### src/rtl/core/qfir_pkg.sv
`timescale 1ns / 1ps

package qfir_pkg;

   // Q15 data and accumulator widths
   localparam int DATA_W    = 16;
   localparam int PROD_W    = 32;
   localparam int ACC_W     = 32;
   localparam int CFG_W     = 7;
   localparam int IDX_W     = 6;
   localparam int OUT_SHIFT = 16;

   // Rounding offset loaded into the accumulator at the start of a sample
   localparam logic signed [ACC_W-1:0] ROUND_INIT = 32'sd32768;

   // Transaction opcodes
   localparam logic OP_FILTER = 1'b0;
   localparam logic OP_COEF   = 1'b1;

   typedef logic signed [DATA_W-1:0] sample_type;
   typedef logic signed [ACC_W-1:0]  acc_type;

   // Per-cell control: rotate the ring, or load a coefficient in place
   typedef struct packed {
      logic shift;
      logic coef_we;
   } cell_ctrl_type;

   // Accumulator control: restart at the rounding offset, or issue a product
   typedef struct packed {
      logic clear;
      logic issue;
   } mac_ctrl_type;

endpackage

### src/rtl/core/qfir_cell.sv
`timescale 1ns / 1ps

module qfir_cell (
   input  logic                   clock,
   input  logic                   reset,
   input  qfir_pkg::cell_ctrl_type ctrl,
   input  qfir_pkg::sample_type   hist_in,
   input  qfir_pkg::sample_type   coef_in,
   input  qfir_pkg::sample_type   coef_wdata,
   output qfir_pkg::sample_type   hist_q,
   output qfir_pkg::sample_type   coef_q
);
   import qfir_pkg::*;

   sample_type hist_ff;
   sample_type coef_ff;

   // Hold one history entry and one coefficient; take the neighbour's on a shift
   always_ff @(posedge clock) begin
      if (reset) begin
         hist_ff <= '0;
         coef_ff <= '0;
      end else if (ctrl.coef_we) begin
         coef_ff <= coef_wdata;
      end else if (ctrl.shift) begin
         hist_ff <= hist_in;
         coef_ff <= coef_in;
      end
   end

   assign hist_q = hist_ff;
   assign coef_q = coef_ff;

endmodule

### config.mk
export PLATFORM = sky130hd
export DESIGN_NAME = qfir_cell
export DESIGN_NICKNAME = d
export VERILOG_FILES = /design/src/rtl/core/qfir_pkg.sv /design/src/rtl/core/qfir_cell.sv
export SDC_FILE = /design/constraint.sdc
export NUM_CORES = 1
export LEC_CHECK = 0
export BUFFER_PORTS_ARGS = -buffer_cell sky130_fd_sc_hd__buf_2
export CAP_MARGIN = 0
export CORE_ASPECT_RATIO = 0.9
export CORE_MARGIN = 1
export CORE_UTILIZATION = 42
export DETAILED_ROUTE_END_ITERATION = 10
export PLACE_DENSITY = 0.89
export SLEW_MARGIN = 20
export SYNTH_ARGS = -nofsm -noshare
export SYNTH_HDL_FRONTEND = slang
export SYNTH_SLANG_ARGS = --single-unit
### constraint.sdc
create_clock -name clock -period 1.5 [get_ports clock]
set_input_delay 0.375 -clock clock [delete_from_list [all_inputs] [get_ports clock]]
set_output_delay 0.375 -clock clock [all_outputs]
set_load 0.1 [all_outputs]
==> flow_summary.json <==
{
  "worstMarginPinSlew_ns": 0.591,
  "synth_common_cells": "32 x dfxtp_1, 32 x nand2_1, 16 x a21oi_1, 16 x mux2i_1, 16 x nor2_1",
  "grt_use_total": 0.178,
  "finalPower_mw": 2.14,
  "root_buffer": "clkbuf_4",
  "min_path_type": "in -> reg",
  "grt_pass1_wl_um": 4820,
  "ys_seq_area_frac": 0.462,
  "drive_above_1_share": 0.496,
  "area_growth_pct": 39.8,
  "ios": 84,
  "initial_core_util": 0.449,
  "syn_nets": 193,
  "finalCritPeriodShare": 0.973,
  "cp-end-kind": "output port",
  "min_period_ns": 1.46,
  "relSlewSlack": 0.606,
  "cts_made_buffers": 5,
  "dp_hpwl_um": 2160,
  "nets": 276,
  "grt_max_degree": 33,
  "synth_top_cell_area_share": 0.462,
  "drt_iter0_drc": 33,
  "cts_buffer_depth": 2,
  "placedCellCount": 259,
  "cts_tree": "yes",
  "antenna_found_initial": 0,
  "via_per_inst": 4.61,
  "cts_setup_buffers": 0,
  "setup_viol": 0,
  "final-max-slew-violation-count": 0,
  "synthDistinctLibCells": 13,
  "crit_path_cell_trace": "buf_2",
  "design.die.area_mm2": 0.00354,
  "fill_cells": 280,
  "synth_area_leader_cell": "dfxtp_1",
  "multi_input_area_um2": 653,
  "wl_per_cell_um": 11.5,
  "routabilityCongestion": 0.738,
  "power.leakage_nw": 0.975,
  "totalWireLength_um": 3070,
  "max_freq_mhz": 685,
  "cp_max_fo": 2,
  "layout.cells.non_filler": 266,
  "ant_nets": 0,
  "rows": 19,
  "synth.area.top_cells": "dfxtp_1 46%, mux2i_1 12%, mux2_4 11%",
  "cts_hold_buf": 0,
  "arrival_ns": 1.08,
  "first_pass_iters": 2,
  "fp.dieH_um": 56.5,
  "path_clk_slew_ns": 0.09,
  "grt_pass1_vias": 1135,
  "critPathTopFamily": "buffers and inverters",
  "seq_area_um2": 641,
  "crit_type": "reg -> out",
  "max_cap_viol_count": 0,
  "diodes": 0,
  "ir_worst_vdd_v": 0.000739,
  "synthArstFlopShare": 0,
  "die_w_um": 62.6,
  "worst_hold_slack_ns": 0.281,
  "cts.sinks": 32,
  "synth_edf_count": 0,
  "fin_util": 0.628,
  "setup_tns_ns": 0,
  "p_per_area_mw_per_mm2": 1110,
  "synthFlopType": "dfxtp_1",
  "crit_buf_inv": 1,
  "rsz0062_at_grt": "no",
  "fin_worst_skew_ns": 0,
  "synth-seq-cells": 32,
  "grt_overflow": 0,
  "synth.cell_area_mm2": 0.00139,
  "clk_latency_ns": 0.32,
  "cts.htree.levels": 2,
  "synthesis.instances": 141,
  "final-hold-violation-count": 0,
  "ys.warnings.count": 0,
  "port_buffers": 83,
  "run_status": "finished, final reports clean",
  "core_mm2": 0.00309,
  "drc_errors": 0,
  "start_kind": "register",
  "num_vias": 1225,
  "crit_required_ns": 1.12,
  "slowest_delay_ns": 0.42,
  "syn_area_per_cell_um2": 9.84,
  "slowest_stage": "buf_2"
}
==> logic make-up (layout without fill, tap and decap cells) <==
logic type,Yosys count,in the layout,synth area share
buffers and inverters,11,94,0.0676
flip-flops,32,32,0.462
AO/OA/AOI/OAI,16,16,0.0577
AND/OR/NAND/NOR,50,50,0.141
multiplexers,32,32,0.272
==> path summary, 6_finish.rpt <==
check | slack, ns | cells after the start | start | end
max | 0.04 | 1 | hist_q[7] | hist_q[7]
min | 0.28 | 3 | hist_in[4] | hist_q[4]
max reg2reg | 0.58 | 3 | coef_q[7] | coef_q[7]
min reg2reg | 0.46 | 2 | hist_q[12] | hist_q[12]
==> stage by stage <==
stage / setup WS, ns / instance area [µm²]
final: 0.0407 / 1940
after floorplan: 0.0995 / 1390
after global placement: 0.112 / 1800
after global routing: 0.000210 / 1940
after CTS: 0.00206 / 1870
after detailed placement: 0.0825 / 1800
==> tightest hold or removal path, cell delays in order <==
cell and delay (ns):
buf_2 0.09, nand2_1 0.04, a21oi_1 0.05
==> cell usage in the layout, fill, tap and decap left out, drive strengths merged <==
cell type / netlist / routed
a21oi: 16 / 16
buf: 8 / 61
clkbuf: 3 / 33
dfxtp: 32 / 32
mux2: 16 / 16
mux2i: 16 / 16
nand2: 32 / 32
nand2b: 1 / 1
nor2: 16 / 16
nor2b: 1 / 1
==> repair_timing <==
action                     in CTS  in global routing
gates resized for setup         2                 26
gates cloned                    0                  0
setup endpoints to repair       2                 26
==> layer usage <==
layer | global-route usage | share of wire | vias up
li1 | - | - | 625
met1 | 0.206 | 0.42 | 539
met2 | 0.292 | 0.48 | 56
met3 | 0.0752 | 0.084 | 5
met4 | 0.0698 | 0.014 | 0
met5 | 0 | 0 | -
==> registers in the layout (all words and copies together) (netlist names) <==
name	flops
coef_q	16
hist_q	16
==> cell type report <==
class / instances / share of cell area
clock buffer: 7 / 0.0335
multi-input combinational: 98 / 0.337
timing repair buffer: 87 / 0.272
sequential: 32 / 0.330
tap: 42 / 0.0271
==> power by group <==
group | leakage, nW | switching [mW] | internal, mW | total, mW
registers | 0.264 | 0.0260 | 0.900 | 0.926
logic | 0.674 | 0.487 | 0.198 | 0.685
clock network | 0.0374 | 0.267 | 0.265 | 0.532
Power figures use the tool's default switching activity.
