===== src/rtl/core/qfir_pkg.sv =====
`timescale 1ns / 1ps

package qfir_pkg;

   // Q15 data and accumulator widths
   localparam int DATA_W    = 16;
   localparam int PROD_W    = 32;
   localparam int ACC_W     = 32;
   localparam int CFG_W     = 7;
   localparam int IDX_W     = 6;
   localparam int OUT_SHIFT = 16;

   // Rounding offset loaded into the accumulator at the start of a sample
   localparam logic signed [ACC_W-1:0] ROUND_INIT = 32'sd32768;

   // Transaction opcodes
   localparam logic OP_FILTER = 1'b0;
   localparam logic OP_COEF   = 1'b1;

   typedef logic signed [DATA_W-1:0] sample_type;
   typedef logic signed [ACC_W-1:0]  acc_type;

   // Per-cell control: rotate the ring, or load a coefficient in place
   typedef struct packed {
      logic shift;
      logic coef_we;
   } cell_ctrl_type;

   // Accumulator control: restart at the rounding offset, or issue a product
   typedef struct packed {
      logic clear;
      logic issue;
   } mac_ctrl_type;

endpackage


===== src/rtl/core/qfir_mac.sv =====
`timescale 1ns / 1ps

module qfir_mac (
   input  logic                   clock,
   input  logic                   reset,
   input  qfir_pkg::mac_ctrl_type ctrl,
   input  qfir_pkg::sample_type   hist,
   input  qfir_pkg::sample_type   coef,
   output qfir_pkg::acc_type      acc
);
   import qfir_pkg::*;

   logic signed [PROD_W-1:0] prod_ff;
   logic                     prod_vld_ff;
   acc_type                  acc_ff;
   logic signed [ACC_W+1:0]  sum_in;
   acc_type                  acc_in;

   // Register the product before it reaches the adder
   always_ff @(posedge clock) begin
      if (reset) begin
         prod_vld_ff <= 1'b0;
      end else begin
         prod_vld_ff <= ctrl.issue;
      end
      prod_ff <= PROD_W'(hist * coef);
   end

   // Add twice the product and clamp to signed 32 bits
   always_comb begin
      sum_in = (ACC_W+2)'(acc_ff) + ((ACC_W+2)'(prod_ff) <<< 1);
      if (sum_in[ACC_W+1:ACC_W-1] == 3'b000 || sum_in[ACC_W+1:ACC_W-1] == 3'b111) begin
         acc_in = sum_in[ACC_W-1:0];
      end else if (sum_in[ACC_W+1]) begin
         acc_in = {1'b1, {(ACC_W-1){1'b0}}};
      end else begin
         acc_in = {1'b0, {(ACC_W-1){1'b1}}};
      end
   end

   always_ff @(posedge clock) begin
      if (ctrl.clear) begin
         acc_ff <= ROUND_INIT;
      end else if (prod_vld_ff) begin
         acc_ff <= acc_in;
      end
   end

   assign acc = acc_ff;

endmodule


===== config.mk =====
export PLATFORM = sky130hd
export DESIGN_NAME = qfir_mac
export DESIGN_NICKNAME = d
export VERILOG_FILES = /design/src/rtl/core/qfir_pkg.sv /design/src/rtl/core/qfir_mac.sv
export SDC_FILE = /design/constraint.sdc
export NUM_CORES = 1
export LEC_CHECK = 0
export ABC_AREA = 1
export BUFFER_PORTS_ARGS = -buffer_cell sky130_fd_sc_hd__buf_2
export CAP_MARGIN = 20
export CORE_MARGIN = 10
export CORE_UTILIZATION = 45
export CTS_CLUSTER_DIAMETER = 30
export DETAILED_ROUTE_END_ITERATION = 12
export GPL_ROUTABILITY_DRIVEN = 1
export PLACE_DENSITY_LB_ADDON = 0.12
export SLEW_MARGIN = 20
export SYNTH_ARGS = -nofsm -noshare
export SYNTH_HDL_FRONTEND = slang
export SYNTH_SLANG_ARGS = --single-unit
export TNS_END_PERCENT = 1

===== constraint.sdc =====
create_clock -name clock -period 11.4 [get_ports clock]
set_clock_uncertainty 0.15 [all_clocks]
set_input_delay 1.14 -clock clock [delete_from_list [all_inputs] [get_ports clock]]
set_output_delay 1.14 -clock clock [all_outputs]
set_load 0.01 [all_outputs]

==> impl_results.md, run 1 <==
- Arrival time at the worst endpoint: 6720 ps
- Status: finished clean
- Final setup fails: 0
- Synth area leader: fa_1
- DIE WIDTH: 198.0 µm
- RD Place Congestion: 0.9142
- Detail Placement HPWL: about 30 mm
- Final Max Slew Viols: 0
- Htree depth: 3
- Routed len/inst: ~15 µm
- Drt total wl: 35.16 mm
- Slowest-stage cell, CP: fa_1
- Cts-stage hold buffer count: 0
- DRT Pass-1 Iters: 6
- Synth warn: 0
- Met2 usage: 31.65%
- Sequential area share after synthesis: 9.126%
- Crit path cell chain: buf_2, nand2_1, inv_1, fa_1, fa_1, fa_1, fa_1, inv_1, fa_1, inv_1, fa_1, ha_1, inv_1, nor3_1, inv_1, o221a_2, nand2_1, xor2_1
- Worst skew pair latency: 330 ps
- Vias per cell: just under 5
- Final hold viol count: 0
- Core area: about 31000 µm²
- Clk slew on worst S/H paths: 60 ps
- Top Family by Delay on Critical Path: adder cells
- RSZ-0062 raised after global routing: no
- Initial antenna violation count: 0
- Area Overhead vs Synth: 6.090%
- Worst Setup Start Kind: input port
- Final min period: about 6600 ps
- Place WS: 4376 ps
- Die Y: 198.0 µm
- Unique masters post-synth: 37
- Max-Cap Viols: 0
- Gr usage total: about a fifth
- Met1 Usage GRT: about a quarter
- Synth top area share: 36.93%
- Cell Area, Synth: roughly 14000 µm²
- IO Count: 68
- Relative slew margins: 40.39%
- WP data required: approximately 12000 ps
- Top Usage Layer GRT: met2
- Worst path max stage delay: 810 ps
- Worst slew pin tran: 893.1 ps
- Cells after Synth: 1901
- DRC: 0
- Crit share post-route: 57.96%
- Post-synthesis average cell area: 7.501 µm²
- CTS tree: done
- Global routing usage on met3: 1.782%
- Global-route wire length before repair: 59.94 mm
- Initial core utilization: 45.42%
- Setup bufs post-CTS: 0
- Total gr overflow: 0
- Crit. End Element: flip-flop
- Largest net degree at the start of global routing: 35
- TritonCTS buffer count: 9
- Number of global-route vias before repair: 11881
- Register bit total from synthesis: 65
- Dominant cells by area after synthesis: fa_1, inv_1, nand2_1
- 1st-iter DRT viols: 582
- Bufs and invs on worst path: 6
- Min-delay worst type: reg -> reg
- Slack of the critical path: approximately 4800 ps
- Clock Sinks: 65
- Die ar.: just under 40000 µm²
- Resize count post-CTS: 0
- Row count: between 60 and 70
- Synth Net Count: 2314
- Most frequent CP cell: fa_1
- Fin nets: 2324
- Fmax: 151.3 MHz
- Critical path class: in -> reg
- Antenna diodes: 0
- Port bufs: 67
- Worst-path fanout max: 16
- Post-route ant nets: 0
- CTS root buffer: clkbuf_16
- Via count: 11168
- Setup TNS: 0 ps
- Clock Tree Buf Depth: 2
- Layout cells sized above 1: under 10%
[layout by cell type (no fill, tap or decap), types with 2 or more instances in the layout]
cell,n
a21boi_0,4
a21o_1,6
a21oi_1,77
a21oi_2,11
a31oi_1,7
and3_1,4
buf_2,67
buf_4,2
clkbuf_16,9
clkbuf_8,2
clkinv_2,3
dfxtp_1,65
fa_1,263
ha_1,114
inv_1,516
inv_2,4
nand2_1,493
nand2_2,8
nand3_1,36
nand4_1,9
nor2_1,72
nor3_1,6
o21a_1,4
o21ai_0,51
o21bai_1,10
or2_2,5
xnor2_1,17
xor2_1,41
[layer usage]
| metal | wire [µm] | vias to the layer above |
|---|---|---|
| li1 | - | 5548 |
| met1 | 16570 | 5323 |
| met2 | 16360 | 241 |
| met3 | 1483 | 56 |
| met4 | 751 | 0 |
| met5 | 0 | - |
[worst min-delay path: stages, from the launching register on]
cell and delay (ps):
dfxtp_1 310, nand2_1 60, a21oi_1 50
[per-stage QoR]
stage / hold slack, ps / util (%) / cells / cell area [µm²]
after detailed placement: 304.8 / 47.20 / 2302 / 14820
final: 309.6 / 48.19 / 2318 / 15130
after global placement: 294.1 / 47.20 / 2302 / 14820
after floorplan: 327.0 / - / 1901 / 14260
after global routing: 340.8 / 48.19 / 2318 / 15130
after CTS: 314.2 / 48.18 / 2318 / 15120
[kinds of logic after synthesis]
| group | count (synthesis) | synth area share [%] |
|---|---|---|
| AOI/OAI and AO/OA | 175 | 7.046 |
| buffers and inverters | 591 | 15.78 |
| and+or+nand+nor | 635 | 17.56 |
| DFF | 65 | 9.126 |
| adders and majority gates | 377 | 46.93 |
| xor gates and xnor gates | 58 | 3.563 |
[synth_stat cells]
| cell | number |
|---|---|
| a31oi_1 | 7 |
| o21a_1 | 4 |
| buf_2 | 1 |
| clkbuf_1 | 63 |
| nor2_1 | 72 |
| dfxtp_1 | 65 |
| nor3_1 | 6 |
| buf_6 | 1 |
| buf_1 | 1 |
| buf_8 | 1 |
| nand2_2 | 7 |
| a21boi_0 | 4 |
| xor2_1 | 41 |
| o21ai_0 | 51 |
| o221ai_1 | 1 |
| and2_1 | 1 |
| buf_4 | 3 |
| o221a_2 | 1 |
| inv_1 | 516 |
| a21oi_1 | 77 |
| inv_2 | 4 |
| nand2_1 | 494 |
| and3_1 | 4 |
| a211oi_1 | 1 |
| nor2_2 | 1 |
| o21bai_1 | 10 |
| clkinv_1 | 1 |
| xnor2_1 | 17 |
| nand3_1 | 36 |
| a21oi_2 | 11 |
| or2_2 | 5 |
| a31o_2 | 1 |
| nand4_1 | 9 |
| a21o_1 | 6 |
| o211ai_1 | 1 |
| ha_1 | 114 |
| fa_1 | 263 |
[registers in the layout (all words and copies together) (netlist names)]
| register | flops |
|---|---|
| acc | 32 |
| prod_ff | 32 |
| prod_vld_ff | 1 |
[path summary, 6_finish.rpt]
check                                   end  slack, ps     from  cells past startpoint
worst max-delay path            prod_ff[30]       4790  coef[1]                     18
worst min-delay path                 acc[0]        310   acc[0]                      2
worst max register to register       acc[8]       8420   acc[1]                     16
worst min register to register       acc[0]        310   acc[0]                      2
[cell type report]
type                    count  area, µm²
clock buffers              11      252.7
clock inverters             5      53.80
well taps                 402      503.0
inverters                 521       1956
repair buffers             69      350.3
flip-flops and latches     65       1301
multi-input cells        1245      10710
fillers                  3203      16270
Power of run 1 is left out: the tool's default activity adds up to more than one toggle a clock period on the data nets, which glitch-free logic cannot reach.
==> run 2: changes to the inputs <==
Clock period 11.4 ns to 5.9 ns, I/O delays scaled along.
==> impl_results.md, run 2 (same netlist as run 1, synthesis figures left out) <==
- Crit share post-route: 96.23%
- Layout cells sized above 1: between 10% and 20%
- Htree depth: 3
- Total gr overflow: 0
- Slowest-stage cell, CP: fa_1
- IO Count: 68
- Number of global-route vias before repair: between 10000 and 15000
- Clock Tree Buf Depth: 2
- RR Endpoint: acc[11]
- Final min period: 5678 ps
- Die ar.: 39210 µm²
- RSZ-0062 raised after global routing: yes
- Critical path class: in -> reg
- Most frequent CP cell: fa_1
- Routed len/inst: between 10 and 15 µm
- Gr usage total: between 10% and 20%
- Most common cell after layout, fill and taps aside: inv_1
- Crit. End Element: flip-flop
- Worst-path fanout max: 7
- Final hold viol count: 0
- Row count: 65
- Largest net degree at the start of global routing: 35
- Global-route wire length before repair: 61.09 mm
- Worst Setup Start Kind: input port
- Max-Cap Viols: 0
- RD Place Congestion: 0.8947
- Port bufs: 67
- Hold Crit Start: reset
- Fin util: 51.08%
- Setup bufs post-CTS: 0
- Worst slew pin tran: 840.3 ps
- Post-route ant nets: 0
- Reg-to-reg startpoint: acc[1]
- Most frequent cells in the layout: inv_1, nand2_1, fa_1
- Core area: 31390 µm²
- Initial core utilization: 45.42%
- Crit path cell chain: buf_2, nand2_1, inv_1, fa_1, fa_1, buf_4, fa_1, inv_1, fa_1, inv_1, fa_1, fa_1, ha_1, a21oi_1, o21ai_0, a21o_1, a31oi_1, nand2_1, xor2_1
- TritonCTS buffer count: 9
- Hold path depth: 2
- Arrival time at the worst endpoint: about 5700 ps
- Drt total wl: 35.64 mm
- Area taken by multi-input logic gates: 10730 µm²
- Worst skew pair latency: approximately 340 ps
- Final setup fails: 0
- Seq. cell area: 1301 µm²
- Relative slew margins: 43.92%
- DRC: 0
- Initial antenna violation count: 0
- Setup TNS: 0 ps
- Area Overhead vs Synth: 12.45%
- Die Y: 198.0 µm
- Detail Placement HPWL: 31.89 mm
- Final Max Slew Viols: 0
- Clk slew on worst S/H paths: 50 ps
- DRT Pass-1 Iters: 5
- Post-layout instance area: 16030 µm²
- R2R Setup Slk: ~2900 ps
- Antenna diodes: 0
- Worst R2R Path Depth: 16
- Via count: 11525
- Worst Hold End: prod_vld_ff
- CTS root buffer: clkbuf_16
- Worst path max stage delay: approximately 740 ps
- Min-delay worst type: in -> reg
- DIE WIDTH: 198.0 µm
- Fmax: 176.1 MHz
- CTS tree: done
- Status: finished clean
- Fin nets: 2440
- Post-Place Cell Area: 15710 µm²
- Clock Sinks: 65
- WP data required: roughly 6000 ps
- 1st-iter DRT viols: 501
- Fillcell total: roughly 3200
- Vias per cell: about 4.7
-- run 2: changes by cell type in the layout (fill, tap and decap cells not counted), moves of 2 or more --
cell and change:
buf_12 +2, buf_2 -2, clkinvlp_4 +2, clkbuf_4 +2
buf_4 +114
-- run 2: worst max-delay path by stage --
stage	startpoint	to	slack [ps]	depth (start not counted)
final	coef[1]	prod_ff[31]	220	19
after floorplan	coef[5]	prod_ff[30]	3	19
after global routing	hist[15]	prod_ff[31]	-4	18
after detailed placement	hist[7]	prod_ff[25]	-270	20
after global placement	hist[7]	prod_ff[25]	-260	20
after CTS	hist[7]	prod_ff[25]	80	20
-- run 2: through the flow --
stage                     setup slack [ps]  hold slack (ps)  instances
after floorplan                      3.204            327.0       1901
after global placement              -262.6            294.3       2418
after detailed placement            -270.7            295.4       2418
after CTS                            77.57            252.7       2434
after global routing                -3.891            262.5       2434
final                                222.2            261.2       2434
-- run 2: worst max-delay path: cells and delay by family --
kind                       cells  cell delay [ps]
xor gates and xnor gates       1              150
AOI/OAI and AO/OA              4              700
adders and majority gates      7             3540
and+or+nand+nor                2              200
buffers and inverters          5              540
-- run 2: what timing repair did --
| item | 4_1_cts | 5_1_grt |
|---|---|---|
| setup endpoints to repair | 0 | 5 |
| gates resized for setup | 0 | 5 |
| hold buffers | 0 | 0 |
-- run 2: routing by layer --
metal  vias to the layer above  part of all wire [%]  GRT usage (%)
met2                       147                    49          34.47
met3                        26                   2.7          1.833
met1                      5587                    47          24.69
li1                       5765                     -              -
met4                         0                  0.94          3.161
met5                         -                     0              0
-- run 2: layout make-up --
type,instances,share of cell area [%]
Clock buffer,11,1.514
Clock inverter,5,0.3433
Inverter,521,12.20
Multi-Input combinational cell,1245,66.89
Sequential cell,65,8.116
Tap cell,402,3.137
Timing Repair Buffer,185,7.803
Power of run 2 is left out for the same reason.
==> run 3: changes to the inputs <==
Settings changed: ABC_AREA 1 to not set.
Clock period 5.9 ns to 5.26 ns, I/O delays scaled along.
==> impl_results.md, run 3 <==
- Synth warn: 0
- Slowest-stage cell, CP: fa_1
- Top Family by Delay on Critical Path: adder cells
- Area taken by multi-input logic gates: 10980 µm²
- Synth top area share: between 30 and 40%
- Synth Net Count: 1890
- Clock Tree Buf Depth: 2
- Arrival time at the worst endpoint: between 5000 and 6000 ps
- 1st-iter DRT viols: 346
- Seq. cell area: 1301 µm²
- Crit path cell chain: buf_4, buf_4, buf_4, and2_1, fa_1, fa_1, fa_1, fa_1, fa_1, inv_1, fa_1, inv_1, ha_4, a21o_1, a21o_1, a21oi_4, o211a_1, a21oi_2, o41ai_2, o21bai_1, a21oi_1, xnor2_1
- Worst path max stage delay: 570 ps
- IO Count: 68
- Register bit total from synthesis: 65
- Min-delay worst type: in -> reg
- DIE WIDTH: 192.1 µm
- Final Max Slew Viols: 0
- Cts-stage hold buffer count: 0
- Port bufs: 67
- Most frequent cells in the layout: inv_1, fa_1, buf_4
- Crit share post-route: 110.9%
- Relative slew margins: 51.22%
- Unique masters post-synth: 57
- Critical path class: in -> reg
- Largest net degree at the start of global routing: 33
- DRT Pass-1 Iters: 4
- Worst Setup Start Kind: input port
- Place WS: -1023 ps
- Vias per cell: approximately 4.9
- CTS root buffer: clkbuf_16
- Post-synthesis average cell area: 9.029 µm²
- WP data required: 5370 ps
- Synth area leader: fa_1
- Core area: ~29000 µm²
- Fillcell total: about 2800
- Dominant cells by area after synthesis: fa_1, ha_1, dfxtp_1
- Worst skew pair latency: approximately 330 ps
- Total gr overflow: 0
- Max-Cap Viols: 0
- Post-synth ARST share: 0%
- Drt total wl: 31.75 mm
- Bufs and invs on worst path: 5
- Initial antenna violation count: 0
- CTS tree: done
- Clk slew on worst S/H paths: 50 ps
- Area Overhead vs Synth: 19.23%
- Htree depth: 3
- Clock Sinks: 65
- Via count: 10163
- Most common cell after layout, fill and taps aside: inv_1
- Die ar.: 36920 µm²
- Gr usage total: approximately 18%
- Die Y: a little under 200 µm
- Row count: 62
- TritonCTS buffer count: 9
- Failing checks: setup timing
- Cell Area, Synth: 13340 µm²
- Worst slew pin tran: around 730 ps
- Global-route wire length before repair: between 50 and 60 mm
- Post-Place Cell Area: 15240 µm²
- Final setup fails: 17
- Layout cells sized above 1: 20.07%
- Post-route ant nets: 0
- Cells after Synth: 1477
- Worst-path fanout max: 8
- Slack of the critical path: -571.2 ps
- Sequential area share after synthesis: 9.758%
- Detail Placement HPWL: between 20 and 30 mm
- Crit. End Element: flip-flop
- Fin nets: ~2100
- Most frequent CP cell: fa_1
- Final min period: slightly below 6000 ps
- Routed len/inst: approximately 15 µm
- Final hold viol count: 0
- RD Place Congestion: approximately 0.9
- Initial core utilization: a little under half
- Commonest cells in the netlist: inv_1, fa_1, nand2_1
- Post-synth EDFFs: 0
- RSZ-0062 raised after global routing: yes
- Antenna diodes: 0
- Top-count cell post-synth: inv_1
- Status: finished, violations left
- Number of global-route vias before repair: 10934
- DRC: 0
- Top_reg_cell synth: dfxtp_1
- Post-layout instance area: between 15000 and 20000 µm²
- Fmax: 171.5 MHz
-- run 3: changes by cell type after synthesis, sizes merged, moves of 26 or more --
cell    delta
and2     +126
a21o      +26
o21ai     -27
xnor2     +26
inv      -218
a211oi    +34
nand3     -28
nand2    -328
a21oi     -32
-- run 3: area by class of cell --
| type | count | area share (%) |
|---|---|---|
| sequential | 65 | 8.184 |
| clock buffer | 11 | 1.527 |
| inverter | 302 | 7.130 |
| multi-input combinational | 1061 | 69.04 |
| tap | 384 | 3.022 |
| timing repair buffer | 230 | 10.45 |
| clock inverter | 5 | 0.6453 |
-- run 3: what timing repair did --
| action | CTS | global route |
|---|---|---|
| buffers inserted | 6 | 1 |
| resized for setup | 63 | 17 |
| setup endpoints to repair | 19 | 19 |
| pin swaps | 42 | 13 |
| cloned | 0 | 0 |
-- run 3: metal layers --
layer	GRT usage (%)	routed length (µm)	share of wire, %
met5	0	0	0
met4	2.743	352	1.1
met3	1.560	843	2.7
met2	32.35	17050	54
met1	23.32	13510	43
-- run 3: worst register-to-register path, stage by stage, from the launching register on --
cell	delay [ps]
dfxtp_1	370
ha_1	210
inv_1	70
fa_1	380
nand2b_1	200
a21oi_1	210
o211ai_2	200
o211ai_4	310
a32oi_2	130
mux2_2	270
nand3_2	120
a21oi_2	280
nor2_2	50
buf_4	260
a211oi_1	290
-- run 3: cell families after synthesis --
kind of cell	after synthesis	share of synthesized area (%)
compound gates	196	10.47
xor+xnor	64	4.203
fa+ha+maj	377	50.18
buf+inv	351	10.08
flops	65	9.758
mux	1	0.08444
simple gates	423	15.23
-- run 3: path summary, 6_finish.rpt --
check | slack [ps] | cells after the start | from | to
setup / recovery | -570 | 22 | hist[9] | prod_ff[30]
hold / removal | 200 | 2 | reset | prod_vld_ff
setup reg to reg | 1680 | 14 | acc[1] | acc[30]
hold reg to reg | 350 | 2 | acc[0] | acc[0]
-- run 3: metrics by stage --
| step | instances | hold WS, ps | utilization [%] | TNS (ps) |
|---|---|---|---|---|
| after global routing | 2058 | 200.3 | 54.95 | -8637 |
| after global placement | 2035 | 338.0 | 52.68 | -13690 |
| after CTS | 2057 | 187.9 | 54.77 | -5008 |
| after detailed placement | 2035 | 352.4 | 52.68 | -14380 |
| after floorplan | 1477 | 350.1 | - | -5571 |
| final | 2058 | 196.3 | 54.95 | -4570 |
Power of run 3 is left out for the same reason.
